`src/hdl/wsc_pkg.sv`:
```
// Shared types, constants and the arctangent table for the waypoint steering core.
`timescale 1ns / 1ps
`default_nettype none
package wsc_pkg;

  // Field widths
  localparam int COORD_W  = 32;
  localparam int ANGLE_W  = 16;
  localparam int REACH_W  = 31;
  localparam int STEP_W   = 15;
  localparam int LIMIT_W  = 15;
  localparam int CFG_IDX_W  = 2;
  localparam int CFG_DATA_W = 32;

  // Parameter defaults
  localparam int ANGLE_BITS_DEF   = 16;
  localparam int CORDIC_STEPS_DEF = 16;
  localparam int ATAN_LEN         = 24;

  // CORDIC datapath width: covers magnitude 2^31 times gain and sqrt(2)
  localparam int XW = 35;

  // Front/back queue depth (power of two)
  localparam int QUEUE_DEPTH = 2;

  // Configuration register indexes
  localparam logic [CFG_IDX_W-1:0] CFG_REACH = 2'd0;
  localparam logic [CFG_IDX_W-1:0] CFG_STEP  = 2'd1;
  localparam logic [CFG_IDX_W-1:0] CFG_LIMIT = 2'd2;

  typedef struct packed {
    logic [REACH_W-1:0] reach_distance;
    logic [STEP_W-1:0]  max_steer_step;
    logic [LIMIT_W-1:0] steer_limit;
  } cfg_t;

  // One classified tick handed from front to back
  typedef struct packed {
    logic signed [COORD_W-1:0] dx;
    logic signed [COORD_W-1:0] dy;
    logic signed [ANGLE_W-1:0] heading;
    logic                      adv;
    logic                      fin;
  } qent_t;

  // atan(2^-i) in units of 2^32 per turn
  function automatic logic [31:0] atan_turn(input logic [4:0] i);
    logic [31:0] v;
    case (i)
      5'd0:    v = 32'h20000000;
      5'd1:    v = 32'h12E4051E;
      5'd2:    v = 32'h09FB385B;
      5'd3:    v = 32'h051111D4;
      5'd4:    v = 32'h028B0D43;
      5'd5:    v = 32'h0145D7E1;
      5'd6:    v = 32'h00A2F61E;
      5'd7:    v = 32'h00517C55;
      5'd8:    v = 32'h0028BE53;
      5'd9:    v = 32'h00145F2F;
      5'd10:   v = 32'h000A2F98;
      5'd11:   v = 32'h000517CC;
      5'd12:   v = 32'h00028BE6;
      5'd13:   v = 32'h000145F3;
      5'd14:   v = 32'h0000A2FA;
      5'd15:   v = 32'h0000517D;
      5'd16:   v = 32'h000028BE;
      5'd17:   v = 32'h0000145F;
      5'd18:   v = 32'h00000A30;
      5'd19:   v = 32'h00000518;
      5'd20:   v = 32'h0000028C;
      5'd21:   v = 32'h00000146;
      5'd22:   v = 32'h000000A3;
      5'd23:   v = 32'h00000051;
      default: v = 32'h00000000;
    endcase
    return v;
  endfunction

endpackage
`default_nettype wire

```
`src/hdl/wsc_ifs.sv`:
```
// Valid/ready channel interfaces for input ticks, results and configuration writes.
`timescale 1ns / 1ps
`default_nettype none
interface wsc_in_if;
  logic                                       valid;
  logic                                       ready;
  logic signed [wsc_pkg::COORD_W-1:0]         vehicle_x;
  logic signed [wsc_pkg::COORD_W-1:0]         vehicle_y;
  logic signed [wsc_pkg::ANGLE_W-1:0]         vehicle_heading;
  logic signed [wsc_pkg::COORD_W-1:0]         target_x;
  logic signed [wsc_pkg::COORD_W-1:0]         target_y;
  logic signed [wsc_pkg::COORD_W-1:0]         next_x;
  logic signed [wsc_pkg::COORD_W-1:0]         next_y;
  logic                                       next_exists;

  modport source (output valid, vehicle_x, vehicle_y, vehicle_heading, target_x, target_y,
                  next_x, next_y, next_exists, input ready);
  modport sink   (input valid, vehicle_x, vehicle_y, vehicle_heading, target_x, target_y,
                  next_x, next_y, next_exists, output ready);
endinterface

interface wsc_out_if;
  logic                               valid;
  logic                               ready;
  logic signed [wsc_pkg::ANGLE_W-1:0] steer_angle;
  logic                               advanced;
  logic                               finished;

  modport source (output valid, steer_angle, advanced, finished, input ready);
  modport sink   (input valid, steer_angle, advanced, finished, output ready);
endinterface

interface wsc_cfg_if;
  logic                              valid;
  logic                              ready;
  logic [wsc_pkg::CFG_IDX_W-1:0]     index;
  logic [wsc_pkg::CFG_DATA_W-1:0]    data;

  modport source (output valid, index, data, input ready);
  modport sink   (input valid, index, data, output ready);
endinterface
`default_nettype wire

```
`src/hdl/waypoint_steering_control_core.sv`:
```
// Top level: configuration registers, front end, queue and back end of the steering core.
// The front end takes a new tick only once its last one is queued, and the back end reads
//   the queue while the front end works on the next tick. Throughput is set by the
//   iterative CORDIC in the back end.
// A finished tick skips the CORDIC in the back end.
// Reset (rst_n low, synchronous): steer state 0, registers to defaults, queue empty.
`timescale 1ns / 1ps
`default_nettype none
module waypoint_steering_control_core #(
  parameter int ANGLE_BITS   = wsc_pkg::ANGLE_BITS_DEF,
  parameter int CORDIC_STEPS = wsc_pkg::CORDIC_STEPS_DEF
) (
  input  logic       clk,
  input  logic       rst_n,
  wsc_in_if.sink     in_ch,
  wsc_out_if.source  out_ch,
  wsc_cfg_if.sink    cfg_ch
);

  wsc_pkg::cfg_t  cfg_r;
  wsc_pkg::qent_t q_wdata, q_rdata;
  logic           q_wr, q_rd, q_full, q_empty;

  assign cfg_ch.ready = 1'b1;

  // Register writes; unknown indexes drop
  always_ff @(posedge clk) begin
    if (!rst_n) begin
      cfg_r.reach_distance <= wsc_pkg::REACH_W'(65536);
      cfg_r.max_steer_step <= wsc_pkg::STEP_W'(364);
      cfg_r.steer_limit    <= wsc_pkg::LIMIT_W'(5461);
    end else if (cfg_ch.valid) begin
      case (cfg_ch.index)
        wsc_pkg::CFG_REACH: cfg_r.reach_distance <= cfg_ch.data[wsc_pkg::REACH_W-1:0];
        wsc_pkg::CFG_STEP:  cfg_r.max_steer_step <= cfg_ch.data[wsc_pkg::STEP_W-1:0];
        wsc_pkg::CFG_LIMIT: cfg_r.steer_limit    <= cfg_ch.data[wsc_pkg::LIMIT_W-1:0];
        default: ;
      endcase
    end
  end

  wsc_front u_front (
    .clk     (clk),
    .rst_n   (rst_n),
    .in_ch   (in_ch),
    .cfg     (cfg_r),
    .q_wdata (q_wdata),
    .q_wr    (q_wr),
    .q_full  (q_full)
  );

  wsc_queue u_queue (
    .clk   (clk),
    .rst_n (rst_n),
    .wr    (q_wr),
    .wdata (q_wdata),
    .full  (q_full),
    .rd    (q_rd),
    .rdata (q_rdata),
    .empty (q_empty)
  );

  wsc_back #(
    .ANGLE_BITS   (ANGLE_BITS),
    .CORDIC_STEPS (CORDIC_STEPS)
  ) u_back (
    .clk     (clk),
    .rst_n   (rst_n),
    .cfg     (cfg_r),
    .q_rdata (q_rdata),
    .q_empty (q_empty),
    .q_rd    (q_rd),
    .out_ch  (out_ch)
  );

endmodule
`default_nettype wire

```
`src/hdl/wsc_front.sv`:
```
// Front end: takes a tick, forms saturated offsets, runs the reach test, queues the aim.
`timescale 1ns / 1ps
`default_nettype none
module wsc_front (
  input  logic            clk,
  input  logic            rst_n,
  wsc_in_if.sink          in_ch,
  input  wsc_pkg::cfg_t   cfg,
  output wsc_pkg::qent_t  q_wdata,
  output logic            q_wr,
  input  logic            q_full
);

  typedef enum logic [4:0] {
    F_IDLE = 5'b00001,
    F_SQX  = 5'b00010,
    F_SQY  = 5'b00100,
    F_SQR  = 5'b01000,
    F_PUSH = 5'b10000
  } fstate_t;

  fstate_t state_r, state_nxt;

  logic signed [wsc_pkg::COORD_W-1:0] tdx_r, tdy_r, ndx_r, ndy_r;
  logic signed [wsc_pkg::ANGLE_W-1:0] hd_r;
  logic                               nexist_r;
  logic [63:0]                        prod_r, acc_r;
  logic [31:0]                        mul_a, mul_b;
  logic                               reached;
  logic                               accept;

  // Waypoint minus vehicle, clipped to signed 32 bits
  function automatic logic signed [31:0] sat_diff(input logic signed [31:0] a,
                                                  input logic signed [31:0] b);
    logic signed [32:0] d;
    logic signed [31:0] r;
    d = {a[31], a} - {b[31], b};
    if (d[32] != d[31]) begin
      r = d[32] ? 32'sh80000000 : 32'sh7FFFFFFF;
    end else begin
      r = d[31:0];
    end
    return r;
  endfunction

  function automatic logic [31:0] mag(input logic signed [31:0] v);
    return v[31] ? 32'(-v) : 32'(v);
  endfunction

  assign in_ch.ready = (state_r == F_IDLE);
  assign accept      = in_ch.valid && in_ch.ready;

  // Shared multiplier: dx^2, dy^2, then reach^2
  always_comb begin
    mul_a = mag(tdx_r);
    mul_b = mag(tdx_r);
    case (state_r)
      F_SQY: begin
        mul_a = mag(tdy_r);
        mul_b = mag(tdy_r);
      end
      F_SQR: begin
        mul_a = {1'b0, cfg.reach_distance};
        mul_b = {1'b0, cfg.reach_distance};
      end
      default: ;
    endcase
  end

  assign reached = (acc_r < prod_r);

  // Queue the aimed offset with its flags
  always_comb begin
    q_wdata.adv     = reached;
    q_wdata.fin     = reached && !nexist_r;
    q_wdata.dx      = reached ? ndx_r : tdx_r;
    q_wdata.dy      = reached ? ndy_r : tdy_r;
    q_wdata.heading = hd_r;
  end

  assign q_wr = (state_r == F_PUSH) && !q_full;

  // Sequence the front
  always_comb begin
    state_nxt = state_r;
    case (state_r)
      F_IDLE:  if (accept) state_nxt = F_SQX;
      F_SQX:   state_nxt = F_SQY;
      F_SQY:   state_nxt = F_SQR;
      F_SQR:   state_nxt = F_PUSH;
      F_PUSH:  if (!q_full) state_nxt = F_IDLE;
      default: state_nxt = F_IDLE;
    endcase
  end

  always_ff @(posedge clk) begin
    if (!rst_n) begin
      state_r <= F_IDLE;
    end else begin
      state_r <= state_nxt;
    end
  end

  // Capture offsets on transfer, then accumulate squares
  always_ff @(posedge clk) begin
    if (accept) begin
      tdx_r    <= sat_diff(in_ch.target_x, in_ch.vehicle_x);
      tdy_r    <= sat_diff(in_ch.target_y, in_ch.vehicle_y);
      ndx_r    <= sat_diff(in_ch.next_x, in_ch.vehicle_x);
      ndy_r    <= sat_diff(in_ch.next_y, in_ch.vehicle_y);
      hd_r     <= in_ch.vehicle_heading;
      nexist_r <= in_ch.next_exists;
    end
    case (state_r)
      F_SQX: prod_r <= mul_a * mul_b;
      F_SQY: begin
        prod_r <= mul_a * mul_b;
        acc_r  <= prod_r;
      end
      F_SQR: begin
        prod_r <= mul_a * mul_b;
        acc_r  <= acc_r + prod_r;
      end
      default: ;
    endcase
  end

endmodule
`default_nettype wire

```
`src/hdl/wsc_queue.sv`:
```
// Short queue of classified ticks between the front and back ends.
`timescale 1ns / 1ps
`default_nettype none
module wsc_queue (
  input  logic           clk,
  input  logic           rst_n,
  input  logic           wr,
  input  wsc_pkg::qent_t wdata,
  output logic           full,
  input  logic           rd,
  output wsc_pkg::qent_t rdata,
  output logic           empty
);

  localparam int Depth = wsc_pkg::QUEUE_DEPTH;
  localparam int PW    = (Depth > 1) ? $clog2(Depth) : 1;
  localparam int CW    = $clog2(Depth + 1);

  wsc_pkg::qent_t    mem_r [Depth];
  logic [PW-1:0]     wr_ptr_r, rd_ptr_r;
  logic [CW-1:0]     cnt_r;
  logic              do_wr, do_rd;

  assign full  = (cnt_r == CW'(Depth));
  assign empty = (cnt_r == '0);
  assign do_wr = wr && !full;
  assign do_rd = rd && !empty;
  assign rdata = mem_r[rd_ptr_r];

  // Store on write
  always_ff @(posedge clk) begin
    if (do_wr) mem_r[wr_ptr_r] <= wdata;
  end

  // Advance pointers and fill count
  always_ff @(posedge clk) begin
    if (!rst_n) begin
      wr_ptr_r <= '0;
      rd_ptr_r <= '0;
      cnt_r    <= '0;
    end else begin
      if (do_wr) wr_ptr_r <= wr_ptr_r + 1'b1;
      if (do_rd) rd_ptr_r <= rd_ptr_r + 1'b1;
      if (do_wr && !do_rd) cnt_r <= cnt_r + 1'b1;
      else if (do_rd && !do_wr) cnt_r <= cnt_r - 1'b1;
    end
  end

endmodule
`default_nettype wire

```
`src/hdl/wsc_back.sv`:
```
// Back end: CORDIC bearing, rate and angle limiting, steer state and result register.
`timescale 1ns / 1ps
`default_nettype none
module wsc_back #(
  parameter int ANGLE_BITS   = wsc_pkg::ANGLE_BITS_DEF,
  parameter int CORDIC_STEPS = wsc_pkg::CORDIC_STEPS_DEF
) (
  input  logic           clk,
  input  logic           rst_n,
  input  wsc_pkg::cfg_t  cfg,
  input  wsc_pkg::qent_t q_rdata,
  input  logic           q_empty,
  output logic           q_rd,
  wsc_out_if.source      out_ch
);

  localparam int XW   = wsc_pkg::XW;
  localparam int AW   = wsc_pkg::ANGLE_W;
  localparam int IW   = $clog2(CORDIC_STEPS);
  localparam int SH   = 32 - ANGLE_BITS;
  localparam logic [31:0] HALF = 32'(1) << (SH - 1);
  localparam int RSH  = (ANGLE_BITS >= 16) ? ANGLE_BITS - 16 : 0;
  localparam int LSH  = (ANGLE_BITS < 16) ? 16 - ANGLE_BITS : 0;
  localparam logic [IW-1:0] LAST = IW'(CORDIC_STEPS - 1);

  typedef enum logic [3:0] {
    B_IDLE  = 4'b0001,
    B_ROT   = 4'b0010,
    B_DELTA = 4'b0100,
    B_APPLY = 4'b1000
  } bstate_t;

  bstate_t state_r, state_nxt;

  logic signed [XW-1:0] x_r, y_r, xs, ys, x0, y0;
  logic [31:0]          z_r;
  logic [IW-1:0]        cnt_r;
  logic signed [AW-1:0] hd_r, delta_r, steer_state_r;
  logic                 adv_r, fin_r;
  logic                 zero_vec, out_load;

  logic [31:0]          zr, q32, qb;
  logic [AW-1:0]        bearing, diff;
  logic signed [AW:0]   d17, stp17, s17, lim17, steer17;
  logic signed [AW-1:0] delta_nxt, steer_nxt;

  logic                 out_valid_r, out_adv_r, out_fin_r;
  logic signed [AW-1:0] out_steer_r;

  assign q_rd     = (state_r == B_IDLE) && !q_empty;
  assign zero_vec = (q_rdata.dx == '0) && (q_rdata.dy == '0);
  assign out_load = (state_r == B_APPLY) && (!out_valid_r || out_ch.ready);

  // Fold the left half plane onto the right by a half turn
  always_comb begin
    x0 = XW'(q_rdata.dx);
    y0 = XW'(q_rdata.dy);
    if (q_rdata.dx[wsc_pkg::COORD_W-1]) begin
      x0 = -x0;
      y0 = -y0;
    end
  end

  // Floor shifts for this iteration
  assign xs = x_r >>> cnt_r;
  assign ys = y_r >>> cnt_r;

  // Round the turn accumulator to ANGLE_BITS and express in 16-bit units
  assign zr      = z_r + HALF;
  assign q32     = zr >> SH;
  assign qb      = (q32 >> RSH) << LSH;
  assign bearing = qb[AW-1:0];

  // Wrapped error, clamped to the step size
  always_comb begin
    diff  = bearing - hd_r - steer_state_r;
    d17   = {diff[AW-1], diff};
    stp17 = signed'({2'b00, cfg.max_steer_step});
    if (d17 > stp17) begin
      delta_nxt = stp17[AW-1:0];
    end else if (d17 < -stp17) begin
      delta_nxt = AW'(-stp17);
    end else begin
      delta_nxt = diff;
    end
  end

  // New steer, clamped to the limit
  always_comb begin
    s17   = {steer_state_r[AW-1], steer_state_r} + {delta_r[AW-1], delta_r};
    lim17 = signed'({2'b00, cfg.steer_limit});
    if (s17 > lim17) begin
      steer17 = lim17;
    end else if (s17 < -lim17) begin
      steer17 = -lim17;
    end else begin
      steer17 = s17;
    end
    steer_nxt = steer17[AW-1:0];
  end

  // Sequence the back end
  always_comb begin
    state_nxt = state_r;
    case (state_r)
      B_IDLE: begin
        if (q_rd) begin
          if (q_rdata.fin) state_nxt = B_APPLY;
          else if (zero_vec) state_nxt = B_DELTA;
          else state_nxt = B_ROT;
        end
      end
      B_ROT:   if (cnt_r == LAST) state_nxt = B_DELTA;
      B_DELTA: state_nxt = B_APPLY;
      B_APPLY: if (out_load) state_nxt = B_IDLE;
      default: state_nxt = B_IDLE;
    endcase
  end

  always_ff @(posedge clk) begin
    if (!rst_n) begin
      state_r <= B_IDLE;
    end else begin
      state_r <= state_nxt;
    end
  end

  // CORDIC vectoring datapath
  always_ff @(posedge clk) begin
    case (state_r)
      B_IDLE: begin
        if (q_rd) begin
          hd_r  <= q_rdata.heading;
          adv_r <= q_rdata.adv;
          fin_r <= q_rdata.fin;
          x_r   <= x0;
          y_r   <= y0;
          cnt_r <= '0;
          if (zero_vec) z_r <= '0;
          else z_r <= q_rdata.dx[wsc_pkg::COORD_W-1] ? 32'h80000000 : 32'h0;
        end
      end
      B_ROT: begin
        if (!y_r[XW-1]) begin
          x_r <= x_r + ys;
          y_r <= y_r - xs;
          z_r <= z_r + wsc_pkg::atan_turn(5'(cnt_r));
        end else begin
          x_r <= x_r - ys;
          y_r <= y_r + xs;
          z_r <= z_r - wsc_pkg::atan_turn(5'(cnt_r));
        end
        cnt_r <= cnt_r + 1'b1;
      end
      B_DELTA: delta_r <= delta_nxt;
      default: ;
    endcase
  end

  // Steer state and result register
  always_ff @(posedge clk) begin
    if (!rst_n) begin
      steer_state_r <= '0;
      out_valid_r   <= 1'b0;
    end else begin
      if (out_load) begin
        out_valid_r <= 1'b1;
        out_adv_r   <= adv_r;
        out_fin_r   <= fin_r;
        if (fin_r) begin
          out_steer_r <= steer_state_r;
        end else begin
          out_steer_r   <= steer_nxt;
          steer_state_r <= steer_nxt;
        end
      end else if (out_ch.ready) begin
        out_valid_r <= 1'b0;
      end
    end
  end

  assign out_ch.valid       = out_valid_r;
  assign out_ch.steer_angle = out_steer_r;
  assign out_ch.advanced    = out_adv_r;
  assign out_ch.finished    = out_fin_r;

  // A finished tick always reports the waypoint as reached
  a_fin_adv: assert property (@(posedge clk) disable iff (!rst_n)
    out_valid_r && out_fin_r |-> out_adv_r)
    else $error("finished result without advanced");

  // The iteration counter never runs past the last step
  a_cnt_bound: assert property (@(posedge clk) disable iff (!rst_n)
    (state_r == B_ROT) |-> (cnt_r <= LAST))
    else $error("CORDIC counter out of range");

  // A finished tick leaves the steer state alone
  a_fin_hold: assert property (@(posedge clk) disable iff (!rst_n)
    out_load && fin_r |=> $stable(steer_state_r))
    else $error("steer state changed on finished tick");

  // A new result is loaded only after the previous one was taken
  a_no_overwrite: assert property (@(posedge clk) disable iff (!rst_n)
    out_valid_r && !out_ch.ready |=> out_valid_r && $stable(out_steer_r))
    else $error("pending result overwritten");

endmodule
`default_nettype wire

```
`src/flat_wrapper.sv`:
```
// flat-port wrapper written by rule: the top's interface ports become plain ports
module waypoint_steering_control_core_flat 
#(
  parameter int ANGLE_BITS   = wsc_pkg::ANGLE_BITS_DEF,
  parameter int CORDIC_STEPS = wsc_pkg::CORDIC_STEPS_DEF
)
  (clk, rst_n, in_ch_valid, in_ch_vehicle_x, in_ch_vehicle_y, in_ch_vehicle_heading, in_ch_target_x, in_ch_target_y, in_ch_next_x, in_ch_next_y, in_ch_next_exists, in_ch_ready, out_ch_valid, out_ch_steer_angle, out_ch_advanced, out_ch_finished, out_ch_ready, cfg_ch_valid, cfg_ch_index, cfg_ch_data, cfg_ch_ready);
  wsc_in_if in_ch_i ();
  wsc_out_if out_ch_i ();
  wsc_cfg_if cfg_ch_i ();
  input  logic clk;
  input  logic rst_n;
  input wire logic [$bits(in_ch_i.valid)-1:0] in_ch_valid;
  input wire logic [$bits(in_ch_i.vehicle_x)-1:0] in_ch_vehicle_x;
  input wire logic [$bits(in_ch_i.vehicle_y)-1:0] in_ch_vehicle_y;
  input wire logic [$bits(in_ch_i.vehicle_heading)-1:0] in_ch_vehicle_heading;
  input wire logic [$bits(in_ch_i.target_x)-1:0] in_ch_target_x;
  input wire logic [$bits(in_ch_i.target_y)-1:0] in_ch_target_y;
  input wire logic [$bits(in_ch_i.next_x)-1:0] in_ch_next_x;
  input wire logic [$bits(in_ch_i.next_y)-1:0] in_ch_next_y;
  input wire logic [$bits(in_ch_i.next_exists)-1:0] in_ch_next_exists;
  output wire logic [$bits(in_ch_i.ready)-1:0] in_ch_ready;
  output wire logic [$bits(out_ch_i.valid)-1:0] out_ch_valid;
  output wire logic [$bits(out_ch_i.steer_angle)-1:0] out_ch_steer_angle;
  output wire logic [$bits(out_ch_i.advanced)-1:0] out_ch_advanced;
  output wire logic [$bits(out_ch_i.finished)-1:0] out_ch_finished;
  input wire logic [$bits(out_ch_i.ready)-1:0] out_ch_ready;
  input wire logic [$bits(cfg_ch_i.valid)-1:0] cfg_ch_valid;
  input wire logic [$bits(cfg_ch_i.index)-1:0] cfg_ch_index;
  input wire logic [$bits(cfg_ch_i.data)-1:0] cfg_ch_data;
  output wire logic [$bits(cfg_ch_i.ready)-1:0] cfg_ch_ready;
  assign in_ch_i.valid = in_ch_valid;
  assign in_ch_i.vehicle_x = in_ch_vehicle_x;
  assign in_ch_i.vehicle_y = in_ch_vehicle_y;
  assign in_ch_i.vehicle_heading = in_ch_vehicle_heading;
  assign in_ch_i.target_x = in_ch_target_x;
  assign in_ch_i.target_y = in_ch_target_y;
  assign in_ch_i.next_x = in_ch_next_x;
  assign in_ch_i.next_y = in_ch_next_y;
  assign in_ch_i.next_exists = in_ch_next_exists;
  assign in_ch_ready = in_ch_i.ready;
  assign out_ch_valid = out_ch_i.valid;
  assign out_ch_steer_angle = out_ch_i.steer_angle;
  assign out_ch_advanced = out_ch_i.advanced;
  assign out_ch_finished = out_ch_i.finished;
  assign out_ch_i.ready = out_ch_ready;
  assign cfg_ch_i.valid = cfg_ch_valid;
  assign cfg_ch_i.index = cfg_ch_index;
  assign cfg_ch_i.data = cfg_ch_data;
  assign cfg_ch_ready = cfg_ch_i.ready;
  waypoint_steering_control_core #(.ANGLE_BITS(ANGLE_BITS), .CORDIC_STEPS(CORDIC_STEPS)) u_core (.clk(clk), .rst_n(rst_n), .in_ch(in_ch_i), .out_ch(out_ch_i), .cfg_ch(cfg_ch_i));
endmodule
```
`config.mk`:
```
export PLATFORM = sky130hd
export DESIGN_NAME = waypoint_steering_control_core_flat
export DESIGN_NICKNAME = d
export VERILOG_FILES = /design/src/hdl/wsc_pkg.sv /design/src/hdl/wsc_ifs.sv /design/src/hdl/waypoint_steering_control_core.sv /design/src/hdl/wsc_front.sv /design/src/hdl/wsc_queue.sv /design/src/hdl/wsc_back.sv /design/src/flat_wrapper.sv
export SDC_FILE = /design/constraint.sdc
export NUM_CORES = 2
export LEC_CHECK = 0
export ABC_CLOCK_PERIOD_IN_PS = 19500
export BUFFER_PORTS_ARGS = -buffer_cell sky130_fd_sc_hd__clkbuf_2
export CORE_AREA = 2 2 397 399
export DETAILED_ROUTE_END_ITERATION = 6
export DIE_AREA = 0 0 399 401
export GPL_TIMING_DRIVEN = 0
export HOLD_SLACK_MARGIN = 0.06
export PLACE_DENSITY = 0.67
export SYNTH_ARGS = -nofsm -noshare
export SYNTH_HDL_FRONTEND = slang
export SYNTH_SLANG_ARGS = --single-unit
```
`constraint.sdc`:
```
create_clock -name clk -period 19.5 [get_ports clk]
set_input_delay 3.9 -clock clk [delete_from_list [all_inputs] [get_ports clk]]
set_output_delay 3.9 -clock clk [all_outputs]
set_load 0.03 [all_outputs]
```
==> impl_metrics.tcl <==
set metrics [dict create \
    area_growth_pct 8.51 \
    initial_utilization_pct 54.6 \
    grt_max_degree 74 \
    fp.dieArea_um2 160000 \
    layout_setup_ws_ns 5.49 \
    avgSynthCellArea_um2 9.24 \
    die_width_um 399 \
    multi_input_area_um2 58300 \
    synth_flop_cell "edfxtp_1" \
    maxCapViolCount 1 \
    cts.sink_count 716 \
    tightest_slew_ns 1.52 \
    status "finished with violations" \
    portBuffers 265 \
    final_common_cell "inv_1" \
    synthArstFlopShare_pct 0 \
    drive_gt1_share_pct 7.17 \
    clk_pin_slew_ns 0.06 \
    wl_met3_mm 30.4 \
    setup_viol_count_final 0 \
    first_iter_violations 7108 \
    dr_wl_met2_mm 118 \
    slew_headroom_pct -2.05 \
    cts_tree "built" \
    rows 145 \
    final_cells 11700 \
    cpPeakStageDelay_ns 1.08 \
    synth-edff-count 594 \
    drtPass1Iterations 6 \
    hold_class "register to register" \
    syn-cell-area_um2 85000 \
    post-dp-hpwl_mm 234 \
    path_buf_inv 8 \
    postSynthCellCount 9201 \
    wl_per_cell_um 24.3 \
    clockBufferDepth 3 \
    path_max_fanout 10 \
    ys_ff_latch 716 \
    first_global_vias 69500 \
    cts-htree-levels 3 \
    core-area_um2 156000 \
    fillers 13700 \
    num_vias 70200 \
    grt_usage_pct 35.4 \
    ctsResizeCount 0 \
    crit_top_cell "fa_1" \
    period_share_pct 71.9 \
    drc 0 \
    ys_warn_count 0 \
    critPathArrivalTime_ns 14.42 \
    start_kind "register" \
    critical_path.endpoint_type "register" \
    final_cell_mix "inv_1, fa_1, nand2_1" \
    seq_area_um2 20300 \
    path_delay_family "adder cells" \
    routabilityCongestion 1.04 \
    crit_type "register to register" \
    fin_crit_ns 14.01 \
    antenna_found_initial 18 \
    ctsHoldBuffers 0 \
    ant_nets 0 \
    drt_wl_total_mm 285 \
    hold_viol_final 0 \
    post-place-cells 11600 \
    fin_worst_skew_ns 0.0901 \
    required_ns 19.91 \
    slowest_stage "a211oi_2" \
    slew_viol_final 3 \
    max_clock_freq_ghz 0.0714 \
    place_worst_setup_slack_ns 5.93 \
    ys_seq_area_share_pct 23.9 \
    layout.nets 11400 \
    violations "max-capacitance violations, max-slew violations" \
    ioPinCount 269 \
    ys_types 95 \
    top_layer_used "met5" \
    drt-met1-wl_mm 125 \
    clk_latency_ns 0.73 \
    cts_made_buffers 80 \
    rsz0062_at_grt "no" \
    cts-root-buf "clkbuf_16" \
    postCtsSetupBuffers 0 \
    grt_pass1_wl_mm 427 \
    grt_overflow 0 \
    die_h_um 401 \
    vias_per_cell 5.99 \
    finalSetupTns_ns 0 \
]
metal layers:
metal,global-route usage (%),up-vias
met4,11.8,10
met2,50.8,3365
met1,52.0,34400
met3,8.72,549
met5,0,-
li1,-,31900
Yosys cell counts, types with 154 or more instances:
library cell,count,area (um2)
a21o_1,167,1250
a21oi_1,567,2840
clkbuf_1,276,1040
edfxtp_1,594,17800
fa_1,822,16500
ha_1,747,9350
inv_1,1380,5180
mux2i_1,154,1540
nand2_1,806,3030
nor2_1,724,2720
o21ai_0,515,2580
xnor2_1,369,3230
xor2_1,238,2080
registers in the layout, indices dropped and copies added, names as in the netlist, 2 cells and up, named ones only:
signal / count
u_core.u_back.delta_r: 16
u_core.u_back.cnt_r: 4
u_core.u_front.hd_r: 16
u_core.u_back.x_r: 35
u_core.u_back.steer_state_r: 16
u_core.u_back.y_r: 35
u_core.u_front.ndx_r: 32
u_core.u_queue.mem_r: 164
u_core.u_front.prod_r: 63
u_core.cfg_r: 61
u_core.u_front.acc_r: 64
u_core.u_front.ndy_r: 32
u_core.u_back.hd_r: 16
u_core.u_front.state_r: 5
u_core.u_front.tdy_r: 32
u_core.u_front.tdx_r: 32
u_core.u_back.state_r: 4
u_core.u_back.out_ch.steer_angle: 16
u_core.u_queue.cnt_r: 2
u_core.u_back.z_r: 32
cells by family (layout without fill, tap and decap cells):
| kind of cell | after synthesis | count (layout) | share of synthesized area, % |
|---|---|---|---|
| compound gates | 1958 | 1958 | 14.4 |
| xor+xnor | 607 | 607 | 6.26 |
| fa+ha+maj | 1597 | 1597 | 30.7 |
| buf+inv | 1741 | 2179 | 7.81 |
| flops | 716 | 716 | 23.9 |
| mux | 335 | 335 | 4.96 |
| other cells | 2 | 33 | 0.00884 |
| simple gates | 2245 | 2245 | 12.0 |
worst paths after layout:
| path | from | endpoint | slack (ns) | cells after the start |
|---|---|---|---|---|
| max | u_core.u_front.tdy_r[10] | u_core.u_front.prod_r[63] | 5.49 | 38 |
| min | u_core.u_back.adv_r | u_core.u_back.out_ch.advanced | 0.44 | 0 |
| max reg2reg | u_core.u_front.tdy_r[10] | u_core.u_front.prod_r[63] | 5.49 | 38 |
| min reg2reg | u_core.u_back.adv_r | u_core.u_back.out_ch.advanced | 0.44 | 0 |
cell type report:
| cell class | instances | area share [%] |
|---|---|---|
| multi-input cells | 6767 | 63.2 |
| repair buffers | 288 | 1.83 |
| inverters | 1394 | 5.68 |
| clock buffers | 105 | 2.32 |
| well taps | 2058 | 2.79 |
| clock inverters | 45 | 0.688 |
| plain buffers | 347 | 1.52 |
| diodes | 8 | 0.0217 |
| flip-flops and latches | 716 | 22.0 |
worst register-to-register path, delay by kind of cell, from the launching register on:
| kind | cells | cell delay [ns] |
|---|---|---|
| compound gates | 10 | 3.54 |
| simple gates | 9 | 2.76 |
| fa+ha+maj | 9 | 4.28 |
| flops | 1 | 0.52 |
| buf+inv | 8 | 2.25 |
| xor+xnor | 2 | 0.34 |
through the flow:
step | area, um2 | util, % | hold slack [ns]
CTS | 92200 | 59.2 | 0.436
finish | 92200 | 59.2 | 0.443
global placement | 89000 | 57.2 | 0.417
global route | 92200 | 59.2 | 0.436
detailed placement | 89400 | 57.4 | 0.407
floorplan | 85100 | - | 0.400
Power is not shown: default switching activity piles up to over one toggle a cycle in this logic, so the estimate is an artifact.
